**config.mk**
```make
export PLATFORM = sky130hd
export DESIGN_NAME = four_channel_pwm_duty_timer
export DESIGN_NICKNAME = d
export VERILOG_FILES = /design/src/rtl/pwmt_pkg.sv /design/src/rtl/four_channel_pwm_duty_timer.sv /design/src/rtl/pwmt_fifo.sv /design/src/rtl/pwmt_div.sv /design/src/rtl/pwmt_front.sv /design/src/rtl/pwmt_back.sv
export SDC_FILE = /design/constraint.sdc
export NUM_CORES = 2
export LEC_CHECK = 0
export ABC_CLOCK_PERIOD_IN_PS = 7900
export BUFFER_PORTS_ARGS = -buffer_cell sky130_fd_sc_hd__buf_4
export CORE_UTILIZATION = 55
export DETAILED_ROUTE_END_ITERATION = 10
export GPL_TIMING_DRIVEN = 0
export PLACE_DENSITY = 0.71
export SLEW_MARGIN = 0
export SYNTH_ARGS = -nofsm -noshare
export SYNTH_HDL_FRONTEND = slang
export SYNTH_HIERARCHICAL = 1
export SYNTH_SLANG_ARGS = --single-unit
```
**constraint.sdc**
```tcl
create_clock -name clk -period 7.9 [get_ports clk]
set_input_delay 0.79 -clock clk [delete_from_list [all_inputs] [get_ports clk]]
set_output_delay 0.79 -clock clk [all_outputs]
set_load 0.005 [all_outputs]
```
**src/rtl/pwmt_pkg.sv**
```systemverilog
// Shared types, codes and constants of the four-channel PWM timer.
// Depends on nothing; every other file of the block but pwmt_fifo imports it.
package pwmt_pkg;

    localparam int TICK_CLOCK_HZ_DEF = 21000000;
    localparam int NUM_CHANNELS_DEF  = 4;
    localparam int COUNTER_BITS_DEF  = 16;

    localparam int FREQ_W       = 20;
    localparam int DUTY_W       = 15;
    localparam int FULL_DUTY    = 25600;
    localparam int RESET_PERIOD = 1050 - 1;
    localparam int PIN_W        = 4;

    // Full duty is 100 percent in Q8.8, so the scale splits into a shift and a divide by 100.
    localparam int DUTY_FRAC_BITS = 8;
    localparam int FULL_PERCENT   = 100;

    localparam logic [1:0] CMD_TICK     = 2'd0;
    localparam logic [1:0] CMD_SET_DUTY = 2'd1;
    localparam logic [1:0] CMD_SET_ALL  = 2'd2;
    localparam logic [1:0] CMD_SET_FREQ = 2'd3;

    typedef struct packed {
        logic [1:0]        cmd;
        logic [1:0]        channel;
        logic [19:0]       freq_hz;
        logic signed [15:0] duty_q8;
    } item_t;

    typedef struct packed {
        logic [3:0]  pin_levels;
        logic [15:0] counter_now;
        logic [15:0] period_now;
        logic        stopped;
    } result_t;

    typedef enum logic [2:0] {
        OP_TICK     = 3'd0,
        OP_NOP      = 3'd1,
        OP_STOP     = 3'd2,
        OP_SET_CH   = 3'd3,
        OP_SET_ALL  = 3'd4,
        OP_SET_FREQ = 3'd5
    } op_t;

    typedef struct packed {
        op_t               op;
        logic [1:0]        channel;
        logic [FREQ_W-1:0] freq;
        logic [DUTY_W-1:0] duty;
    } entry_t;

endpackage

```
**src/rtl/four_channel_pwm_duty_timer.sv**
```systemverilog
// Top level of the four-channel edge-aligned PWM timer.
// Depends on pwmt_pkg, pwmt_front and pwmt_back.
//
// Usage: command words enter through a queue-like port (push, full, item).
// A word is taken at a clock edge with push high and full low. Every word
// yields exactly one result word, presented on result while empty is low
// and taken at an edge with pop high. Results come out in command order.
// A tick word advances the counter; the other words write the shadow period
// and compare registers, which load into the active ones at each wrap.
// Ticks, stops and ignored channel writes are committed straight from the
// head of the input queue into the result queue, and a stream of them runs
// at one word per cycle while the result queue has room. A duty write steps
// through period multiply, reciprocal scale and commit. A frequency write
// runs a serial division of width DVD_W, DVD_W = max(bits of TICK_CLOCK_HZ,
// COUNTER_BITS + 1), 25 at the default settings, then commits; a combined write
// runs the division, then the multiply, scale and commit. Words behind a slow
// one wait in a two-word queue. Reset clears the counter and compares and
// sets the period to 1049. A stalled receiver fills the two-word result
// queue and then the input queue, after which full rises; nothing is lost.
module four_channel_pwm_duty_timer import pwmt_pkg::*; #(
    parameter int TICK_CLOCK_HZ = TICK_CLOCK_HZ_DEF,
    parameter int NUM_CHANNELS  = NUM_CHANNELS_DEF,
    parameter int COUNTER_BITS  = COUNTER_BITS_DEF
) (
    input  logic    clk,
    input  logic    rst_n,
    input  logic    push,
    output logic    full,
    input  item_t   item,
    output logic    empty,
    input  logic    pop,
    output result_t result
);

    entry_t head;
    logic   head_empty;
    logic   head_pop;

    pwmt_front #(
        .NUM_CHANNELS (NUM_CHANNELS)
    ) u_front (
        .clk        (clk),
        .rst_n      (rst_n),
        .push       (push),
        .full       (full),
        .item       (item),
        .head       (head),
        .head_empty (head_empty),
        .head_pop   (head_pop)
    );

    pwmt_back #(
        .TICK_CLOCK_HZ (TICK_CLOCK_HZ),
        .NUM_CHANNELS  (NUM_CHANNELS),
        .COUNTER_BITS  (COUNTER_BITS)
    ) u_back (
        .clk        (clk),
        .rst_n      (rst_n),
        .head       (head),
        .head_empty (head_empty),
        .head_pop   (head_pop),
        .empty      (empty),
        .pop        (pop),
        .result     (result)
    );

    // The back end only retires a word that the front queue actually holds.
    assert property (@(posedge clk) disable iff (!rst_n) head_pop |-> !head_empty)
        else $error("back end retired a word from an empty queue");

    // Every retired word leaves a result waiting in the next cycle.
    assert property (@(posedge clk) disable iff (!rst_n) head_pop |=> !empty)
        else $error("retired word produced no result");

    // A full input queue means the back end has a word to work on.
    assert property (@(posedge clk) disable iff (!rst_n) full |-> !head_empty)
        else $error("input queue full while back end sees nothing");

endmodule

```
**src/rtl/pwmt_fifo.sv**
```systemverilog
// Two-word queue built from two register slots; the head slot drives the output.
// Depends on nothing but its width parameter.
module pwmt_fifo #(
    parameter int WIDTH = 8
) (
    input  logic             clk,
    input  logic             rst_n,
    input  logic             push,
    input  logic [WIDTH-1:0] din,
    output logic             full,
    input  logic             pop,
    output logic [WIDTH-1:0] dout,
    output logic             empty
);

    logic             v0_reg, v1_reg;
    logic [WIDTH-1:0] s0_reg, s1_reg;
    logic             do_push, do_pop;

    assign full    = v1_reg;
    assign empty   = !v0_reg;
    assign dout    = s0_reg;
    assign do_push = push && !v1_reg;
    assign do_pop  = pop && v0_reg;

    always_ff @(posedge clk or negedge rst_n)
    begin
        if (!rst_n)
        begin
            v0_reg <= 1'b0;
            v1_reg <= 1'b0;
        end
        else if (do_pop && !do_push)
        begin
            v0_reg <= v1_reg;
            v1_reg <= 1'b0;
        end
        else if (do_push && !do_pop)
        begin
            if (v0_reg)
                v1_reg <= 1'b1;
            else
                v0_reg <= 1'b1;
        end
    end

    always_ff @(posedge clk)
    begin
        if (do_pop && do_push)
            s0_reg <= din;
        else if (do_pop)
            s0_reg <= s1_reg;
        else if (do_push)
        begin
            if (v0_reg)
                s1_reg <= din;
            else
                s0_reg <= din;
        end
    end

endmodule

```
**src/rtl/pwmt_div.sv**
```systemverilog
// Restoring serial divider, one quotient bit per cycle.
// Depends on pwmt_pkg for the divisor width.
module pwmt_div import pwmt_pkg::*; #(
    parameter int DVD_W = 31
) (
    input  logic              clk,
    input  logic              rst_n,
    input  logic              start,
    input  logic [DVD_W-1:0]  dividend,
    input  logic [FREQ_W-1:0] divisor,
    output logic              done,
    output logic [DVD_W-1:0]  quotient
);

    localparam int CNT_W = $clog2(DVD_W + 1);

    logic [CNT_W-1:0]  cnt_reg;
    logic              done_reg;
    logic [DVD_W-1:0]  quo_reg;
    logic [FREQ_W-1:0] rem_reg;
    logic [FREQ_W-1:0] dvs_reg;
    logic [FREQ_W:0]   trial;
    logic              fits;

    assign trial    = {rem_reg, quo_reg[DVD_W-1]};
    assign fits     = trial >= {1'b0, dvs_reg};
    assign done     = done_reg;
    assign quotient = quo_reg;

    always_ff @(posedge clk or negedge rst_n)
    begin
        if (!rst_n)
        begin
            cnt_reg  <= '0;
            done_reg <= 1'b0;
        end
        else if (start)
        begin
            cnt_reg  <= CNT_W'(DVD_W);
            done_reg <= 1'b0;
        end
        else if (cnt_reg != '0)
        begin
            cnt_reg  <= cnt_reg - 1'b1;
            done_reg <= (cnt_reg == CNT_W'(1));
        end
        else
            done_reg <= 1'b0;
    end

    always_ff @(posedge clk)
    begin
        if (start)
        begin
            quo_reg <= dividend;
            rem_reg <= '0;
            dvs_reg <= divisor;
        end
        else if (cnt_reg != '0)
        begin
            quo_reg <= {quo_reg[DVD_W-2:0], fits};
            if (fits)
                rem_reg <= FREQ_W'(trial - {1'b0, dvs_reg});
            else
                rem_reg <= trial[FREQ_W-1:0];
        end
    end

endmodule

```
**src/rtl/pwmt_front.sv**
```systemverilog
// Input side: takes command words, decodes them into operations and queues them.
// Depends on pwmt_pkg and pwmt_fifo.
module pwmt_front import pwmt_pkg::*; #(
    parameter int NUM_CHANNELS = NUM_CHANNELS_DEF
) (
    input  logic   clk,
    input  logic   rst_n,
    input  logic   push,
    output logic   full,
    input  item_t  item,
    output entry_t head,
    output logic   head_empty,
    input  logic   head_pop
);

    entry_t            entry;
    logic [DUTY_W-1:0] duty_clamped;
    logic [$bits(entry_t)-1:0] head_bits;

    always_comb
    begin
        if (item.duty_q8 < 16'sd0)
            duty_clamped = '0;
        else if (item.duty_q8 > $signed(16'(FULL_DUTY)))
            duty_clamped = DUTY_W'(FULL_DUTY);
        else
            duty_clamped = item.duty_q8[DUTY_W-1:0];

        entry.channel = item.channel;
        entry.freq    = item.freq_hz;
        entry.duty    = duty_clamped;
        case (item.cmd)
            CMD_TICK:
                entry.op = OP_TICK;
            CMD_SET_DUTY:
                entry.op = (int'(item.channel) >= NUM_CHANNELS) ? OP_NOP : OP_SET_CH;
            CMD_SET_ALL:
                entry.op = (item.freq_hz == '0 || item.duty_q8 <= 16'sd0) ? OP_STOP
                                                                           : OP_SET_ALL;
            CMD_SET_FREQ:
                entry.op = (item.freq_hz == '0) ? OP_STOP : OP_SET_FREQ;
            default:
                entry.op = OP_NOP;
        endcase
    end

    pwmt_fifo #(
        .WIDTH ($bits(entry_t))
    ) u_queue (
        .clk   (clk),
        .rst_n (rst_n),
        .push  (push),
        .din   (entry),
        .full  (full),
        .pop   (head_pop),
        .dout  (head_bits),
        .empty (head_empty)
    );

    assign head = entry_t'(head_bits);

endmodule

```
**src/rtl/pwmt_back.sv**
```systemverilog
// Execution side: timer state, period and compare arithmetic, result queue.
// Depends on pwmt_pkg, pwmt_div and pwmt_fifo.
module pwmt_back import pwmt_pkg::*; #(
    parameter int TICK_CLOCK_HZ = TICK_CLOCK_HZ_DEF,
    parameter int NUM_CHANNELS  = NUM_CHANNELS_DEF,
    parameter int COUNTER_BITS  = COUNTER_BITS_DEF
) (
    input  logic    clk,
    input  logic    rst_n,
    input  entry_t  head,
    input  logic    head_empty,
    output logic    head_pop,
    output logic    empty,
    input  logic    pop,
    output result_t result
);

    localparam int CB      = COUNTER_BITS;
    localparam int PROD_W  = CB + DUTY_W;
    localparam int TICK_W  = $clog2(TICK_CLOCK_HZ + 1);
    localparam int DVD_W   = (TICK_W > CB) ? TICK_W : CB + 1;
    localparam int PIN_N   = (NUM_CHANNELS < PIN_W) ? NUM_CHANNELS : PIN_W;

    // Divide by 100 through a rounded-up reciprocal; the extra bits keep the
    // reciprocal error below one part in 2^7, which makes the floor exact.
    localparam int SCL_W     = PROD_W - DUTY_FRAC_BITS;
    localparam int RCP_GUARD = 7;
    localparam int RCP_K     = SCL_W + RCP_GUARD;
    localparam int RCP_W     = SCL_W + 1;
    localparam int SPROD_W   = SCL_W + RCP_W;
    localparam logic [63:0] RCP_FULL = ((64'd1 << RCP_K) + 64'(FULL_PERCENT - 1))
                                       / 64'(FULL_PERCENT);
    localparam logic [RCP_W-1:0] RCP = RCP_FULL[RCP_W-1:0];

    typedef enum logic [4:0] {
        ST_IDLE   = 5'b00001,
        ST_MUL    = 5'b00010,
        ST_SCALE  = 5'b00100,
        ST_DIV    = 5'b01000,
        ST_COMMIT = 5'b10000
    } state_t;

    state_t          state_reg, state_next;
    logic            start_reg, start_next;
    logic [CB-1:0]   count_reg, count_next;
    logic [CB-1:0]   per_act_reg, per_act_next;
    logic [CB-1:0]   per_shd_reg, per_shd_next;
    logic [CB-1:0]   cmp_act_reg [NUM_CHANNELS];
    logic [CB-1:0]   cmp_act_next [NUM_CHANNELS];
    logic [CB-1:0]   cmp_shd_reg [NUM_CHANNELS];
    logic [CB-1:0]   cmp_shd_next [NUM_CHANNELS];

    logic [CB-1:0]     mul_a_reg, mul_a_next;
    logic [PROD_W-1:0] prod_reg, prod_next;
    logic [CB-1:0]     per_val_reg, per_val_next;
    logic [CB-1:0]     cmp_val_reg, cmp_val_next;

    logic [SCL_W-1:0]   scl_in;
    logic [SPROD_W-1:0] scl_prod;

    logic              div_done;
    logic [DVD_W-1:0]  div_quo;
    logic [DVD_W-1:0]  quo_less;
    logic [CB-1:0]     per_sat;
    logic [DVD_W-1:0]  div_dividend;
    logic [FREQ_W-1:0] div_divisor;

    logic              room;
    logic              out_full;
    logic              immediate;
    logic              commit;
    result_t           res;
    logic [31:0]       count_wide, period_wide;

    assign div_dividend = DVD_W'(TICK_CLOCK_HZ);
    assign div_divisor  = head.freq;

    pwmt_div #(
        .DVD_W (DVD_W)
    ) u_div (
        .clk      (clk),
        .rst_n    (rst_n),
        .start    (start_reg),
        .dividend (div_dividend),
        .divisor  (div_divisor),
        .done     (div_done),
        .quotient (div_quo)
    );

    // Period is quotient minus one, floored at zero and saturated to the counter width.
    assign quo_less = div_quo - 1'b1;
    always_comb
    begin
        if (div_quo == '0)
            per_sat = '0;
        else if (quo_less[DVD_W-1:CB] != '0)
            per_sat = '1;
        else
            per_sat = quo_less[CB-1:0];
    end

    // Compare value is floor(period * duty / 25600): drop the fraction bits, then divide by 100.
    assign scl_in   = prod_reg[PROD_W-1:DUTY_FRAC_BITS];
    assign scl_prod = SPROD_W'(scl_in) * SPROD_W'(RCP);

    assign room      = !out_full;
    assign immediate = (head.op == OP_TICK) || (head.op == OP_NOP) || (head.op == OP_STOP);
    assign commit    = !head_empty && room &&
                       (((state_reg == ST_IDLE) && immediate) || (state_reg == ST_COMMIT));
    assign head_pop  = commit;

    always_comb
    begin
        state_next     = state_reg;
        start_next     = 1'b0;
        mul_a_next     = mul_a_reg;
        prod_next      = prod_reg;
        per_val_next   = per_val_reg;
        cmp_val_next   = cmp_val_reg;
        case (state_reg)
            ST_IDLE:
            begin
                if (!head_empty)
                begin
                    case (head.op)
                        OP_SET_CH:
                        begin
                            mul_a_next = per_shd_reg;
                            state_next = ST_MUL;
                        end
                        OP_SET_ALL, OP_SET_FREQ:
                        begin
                            start_next = 1'b1;
                            state_next = ST_DIV;
                        end
                        default:
                            state_next = ST_IDLE;
                    endcase
                end
            end
            ST_MUL:
            begin
                prod_next  = PROD_W'(mul_a_reg) * PROD_W'(head.duty);
                state_next = ST_SCALE;
            end
            ST_SCALE:
            begin
                cmp_val_next = scl_prod[RCP_K +: CB];
                state_next   = ST_COMMIT;
            end
            ST_DIV:
            begin
                if (div_done)
                begin
                    per_val_next = per_sat;
                    if (head.op == OP_SET_ALL)
                    begin
                        // The new period feeds the duty product before anything commits.
                        mul_a_next = per_sat;
                        state_next = ST_MUL;
                    end
                    else
                        state_next = ST_COMMIT;
                end
            end
            ST_COMMIT:
            begin
                if (commit)
                    state_next = ST_IDLE;
            end
            default:
                state_next = ST_IDLE;
        endcase
    end

    always_comb
    begin
        count_next   = count_reg;
        per_act_next = per_act_reg;
        per_shd_next = per_shd_reg;
        cmp_act_next = cmp_act_reg;
        cmp_shd_next = cmp_shd_reg;
        if (commit)
        begin
            case (head.op)
                OP_TICK:
                begin
                    if (count_reg >= per_act_reg)
                    begin
                        count_next   = '0;
                        per_act_next = per_shd_reg;
                        cmp_act_next = cmp_shd_reg;
                    end
                    else
                        count_next = count_reg + 1'b1;
                end
                OP_SET_CH:
                begin
                    for (int n = 0; n < NUM_CHANNELS; n++)
                    begin
                        if (int'(head.channel) == n)
                            cmp_shd_next[n] = cmp_val_reg;
                    end
                end
                OP_SET_ALL:
                begin
                    per_shd_next = per_val_reg;
                    for (int n = 0; n < NUM_CHANNELS; n++)
                        cmp_shd_next[n] = cmp_val_reg;
                end
                OP_SET_FREQ:
                    per_shd_next = per_val_reg;
                OP_STOP:
                begin
                    for (int n = 0; n < NUM_CHANNELS; n++)
                        cmp_shd_next[n] = '0;
                end
                default:
                    count_next = count_reg;
            endcase
        end
    end

    // The result word reports the state as it stands after this word is carried out.
    always_comb
    begin
        count_wide  = 32'(count_next);
        period_wide = 32'(per_shd_next);
        res.pin_levels = '0;
        for (int n = 0; n < PIN_N; n++)
            res.pin_levels[n] = count_next < cmp_act_next[n];
        res.counter_now = count_wide[15:0];
        res.period_now  = period_wide[15:0];
        res.stopped     = (head.op == OP_STOP);
    end

    always_ff @(posedge clk or negedge rst_n)
    begin
        if (!rst_n)
        begin
            state_reg     <= ST_IDLE;
            start_reg     <= 1'b0;
            count_reg     <= '0;
            per_act_reg   <= CB'(RESET_PERIOD);
            per_shd_reg   <= CB'(RESET_PERIOD);
            for (int n = 0; n < NUM_CHANNELS; n++)
            begin
                cmp_act_reg[n] <= '0;
                cmp_shd_reg[n] <= '0;
            end
        end
        else
        begin
            state_reg     <= state_next;
            start_reg     <= start_next;
            count_reg     <= count_next;
            per_act_reg   <= per_act_next;
            per_shd_reg   <= per_shd_next;
            cmp_act_reg   <= cmp_act_next;
            cmp_shd_reg   <= cmp_shd_next;
        end
    end

    always_ff @(posedge clk)
    begin
        mul_a_reg   <= mul_a_next;
        prod_reg    <= prod_next;
        per_val_reg <= per_val_next;
        cmp_val_reg <= cmp_val_next;
    end

    pwmt_fifo #(
        .WIDTH ($bits(result_t))
    ) u_results (
        .clk   (clk),
        .rst_n (rst_n),
        .push  (commit),
        .din   (res),
        .full  (out_full),
        .pop   (pop),
        .dout  (result),
        .empty (empty)
    );

endmodule
```
==> results_dict.tcl <==
set metrics [dict create \
    n_fill_cell 5766 \
    cp-end-kind "register" \
    max_freq_mhz 136 \
    cts_inserted_buffers 49 \
    detail_route.wl_per_cell_microns 18.8 \
    htreeDepth 2 \
    die-area_sq_um 72500 \
    clk_pin_slew_worst_paths_ns 0.07 \
    setup_tns_ns 0 \
    ys_ff_latch 482 \
    syn_avg_cell_area_sq_um 11.4 \
    ys_warn_count 6 \
    worstSkewPairLatency_ns 0.61 \
    critical_path.slowest_cell "o21ai_0" \
    dp_hpwl_microns 69800 \
    setup_ws_ns 0.539 \
    die_x_microns 269 \
    crit_type "register to register" \
    place_congestion 0.911 \
    cts_max_path_buffers 3 \
    fp-row-count 97 \
    min_period_ns 7.36 \
    finalSetupViolations 0 \
    dr.pass1.iters 7 \
    status "complete, no violations" \
    cts_root_buffer "clkbuf_16" \
    num_io_pins 83 \
    track_usage_pct 24.7 \
    num_vias 25400 \
    antenna_found_initial 1 \
    synth_top_area_share_pct 20.6 \
    synthCells 3459 \
    area_growth_pct 9.47 \
    grt_pass1_vias 26400 \
    crit_required_ns 8.33 \
    port_buffers 82 \
    slew-limit-headroom_pct 24.0 \
    place_ws_ns 0.133 \
    drt-initial-drc-count 1629 \
    cts_tree "built" \
    grt_pass1_wl_microns 142000 \
    synthTopCellsByArea "edfxtp_1, fa_1, ha_1, dfrtp_1, mux2_2" \
    fin_skew_ns 0.0199 \
    start_util_pct 55.8 \
    synth_top_area_cell "edfxtp_1" \
    core_sq_um 70400 \
    drive_gt1_share_pct 13.1 \
    grt_remaining_overflow 0 \
    final_nets 4478 \
    ys.flop_type "edfxtp_1" \
    yosysMostFrequentCell "inv_1" \
    ys_types 86 \
    synth-edff-count 270 \
    die_y_microns 269 \
    cp_max_fo 7 \
    crit_buf_inv 6 \
    hold_class "input pin to asynchronous set/reset pin" \
    grt_max_degree 124 \
    viasPerCell 5.50 \
    synth_area_sq_um 39300 \
    rsz0062_at_grt "false" \
    tightest_slew_ns 1.14 \
    cp.arrival_ns 7.79 \
    maxCapViolCount 0 \
    max_stage_delay_ns 0.58 \
    whs_ns 0.137 \
    antenna_left 0 \
    period_share_pct 93.2 \
    path_cells "inv_1 -> fa_1 -> inv_1 -> fa_1 -> inv_1 -> fa_1 -> fa_1 -> inv_1 -> fa_1 -> fa_1 -> inv_1 -> fa_1 -> inv_1 -> ha_1 -> nand2_1 -> o21ai_0 -> nand2b_1 -> nand2b_1 -> a211oi_2 -> o2111ai_1 -> and4b_1 -> nor3_1" \
    cts_sinks 482 \
    cpMostUsedCell "fa_1" \
    drc 0 \
    cts_hold_buf 0 \
    hold_violations 0 \
    crit_family "adder cells" \
    ys_top_cells_by_count "inv_1, ha_1, fa_1" \
    diodes 0 \
    slew_violations 0 \
    wirelength_microns 86600 \
    yosysSeqAreaShare_pct 33.9 \
    start_kind "register" \
    async_reset_ff_share_pct 39.8 \
]
repair_timing:
action,4_1_cts,5_1_grt
setup endpoints to repair,0,9
buffers inserted,0,0
resized for setup,0,6
area by class of cell:
cell class                      instances  area [sq um]  share of cell area [%]
Multi-Input combinational cell       2317         23400                    54.5
Buffer                                 91           462                    1.07
Clock inverter                         22           223                   0.518
Sequential cell                       482         13300                    31.0
Inverter                              592          2220                    5.17
Tap cell                              940          1180                    2.74
Clock buffer                           70          1380                    3.20
Timing Repair Buffer                   94           781                    1.82
metal layers:
| layer | up-vias | global-route usage, % | part of all wire [%] |
|---|---|---|---|
| li1 | 12000 | - | - |
| met1 | 12700 | 34.0 | 45 |
| met2 | 594 | 41.8 | 49 |
| met3 | 124 | 3.06 | 4.8 |
| met4 | 0 | 5.64 | 2.2 |
| met5 | - | 0 | 0 |
kinds of logic (layout without fill, tap and decap cells):
| group | Yosys count | in the layout | synth area share [%] |
|---|---|---|---|
| muxes | 311 | 311 | 9.00 |
| xor gates and xnor gates | 70 | 70 | 1.56 |
| buffers and inverters | 683 | 869 | 6.83 |
| and+or+nand+nor | 712 | 712 | 9.30 |
| AOI/OAI and AO/OA | 392 | 392 | 6.49 |
| other | 2 | 25 | 0.0191 |
| DFF | 482 | 482 | 33.9 |
| adders and majority gates | 807 | 807 | 32.9 |
worst register-to-register path, delay by kind of cell, from the launching register on:
family                   cells  cell delay, ns
adder cells (fa/ha/maj)      8            4.03
AO/OA/AOI/OAI                3            1.30
AND/OR/NAND/NOR              5            0.81
buffers and inverters        6            0.47
flip-flops                   1            0.57
worst paths after layout:
| kind | start | to | slack (ns) | cells past startpoint |
|---|---|---|---|---|
| max in group asynchronous | rst_n | u_back/cmp_act_reg[22] | 6.66 | 2 |
| setup reg to reg | u_back/prod_reg[14] | u_back/cmp_val_reg[12] | 0.54 | 22 |
| hold reg to reg | u_front/u_queue/dout[33] | u_back/u_div/dvs_reg[18] | 0.41 | 0 |
| setup / recovery | u_back/prod_reg[14] | u_back/cmp_val_reg[12] | 0.54 | 22 |
| hold / removal | rst_n | u_back/count_reg[14] | 0.14 | 1 |
| min in group clk | item[17] | u_front/u_queue/s1_reg[16] | 0.38 | 1 |
metrics by stage:
step                utilization, %  cells  cell area (sq um)
finish                        61.1   4608              43000
global route                  61.1   4608              43000
CTS                           61.0   4608              43000
detailed placement            58.8   4516              41400
global placement              58.5   4504              41100
floorplan                        -   3482              39400
placed cells by master, fill, tap and decap left out, types with 80 or more instances in the layout:
cell / count
mux2_2: 212
and2_1: 155
dfrtp_1: 183
clkbuf_1: 80
inv_1: 592
fa_1: 374
buf_4: 85
a21oi_1: 105
nand2_1: 226
nor2_1: 111
ha_1: 433
edfxtp_1: 270
Power is left out: the tool's default activity adds up to more than one toggle a clock period on the data nets, which glitch-free logic cannot reach.
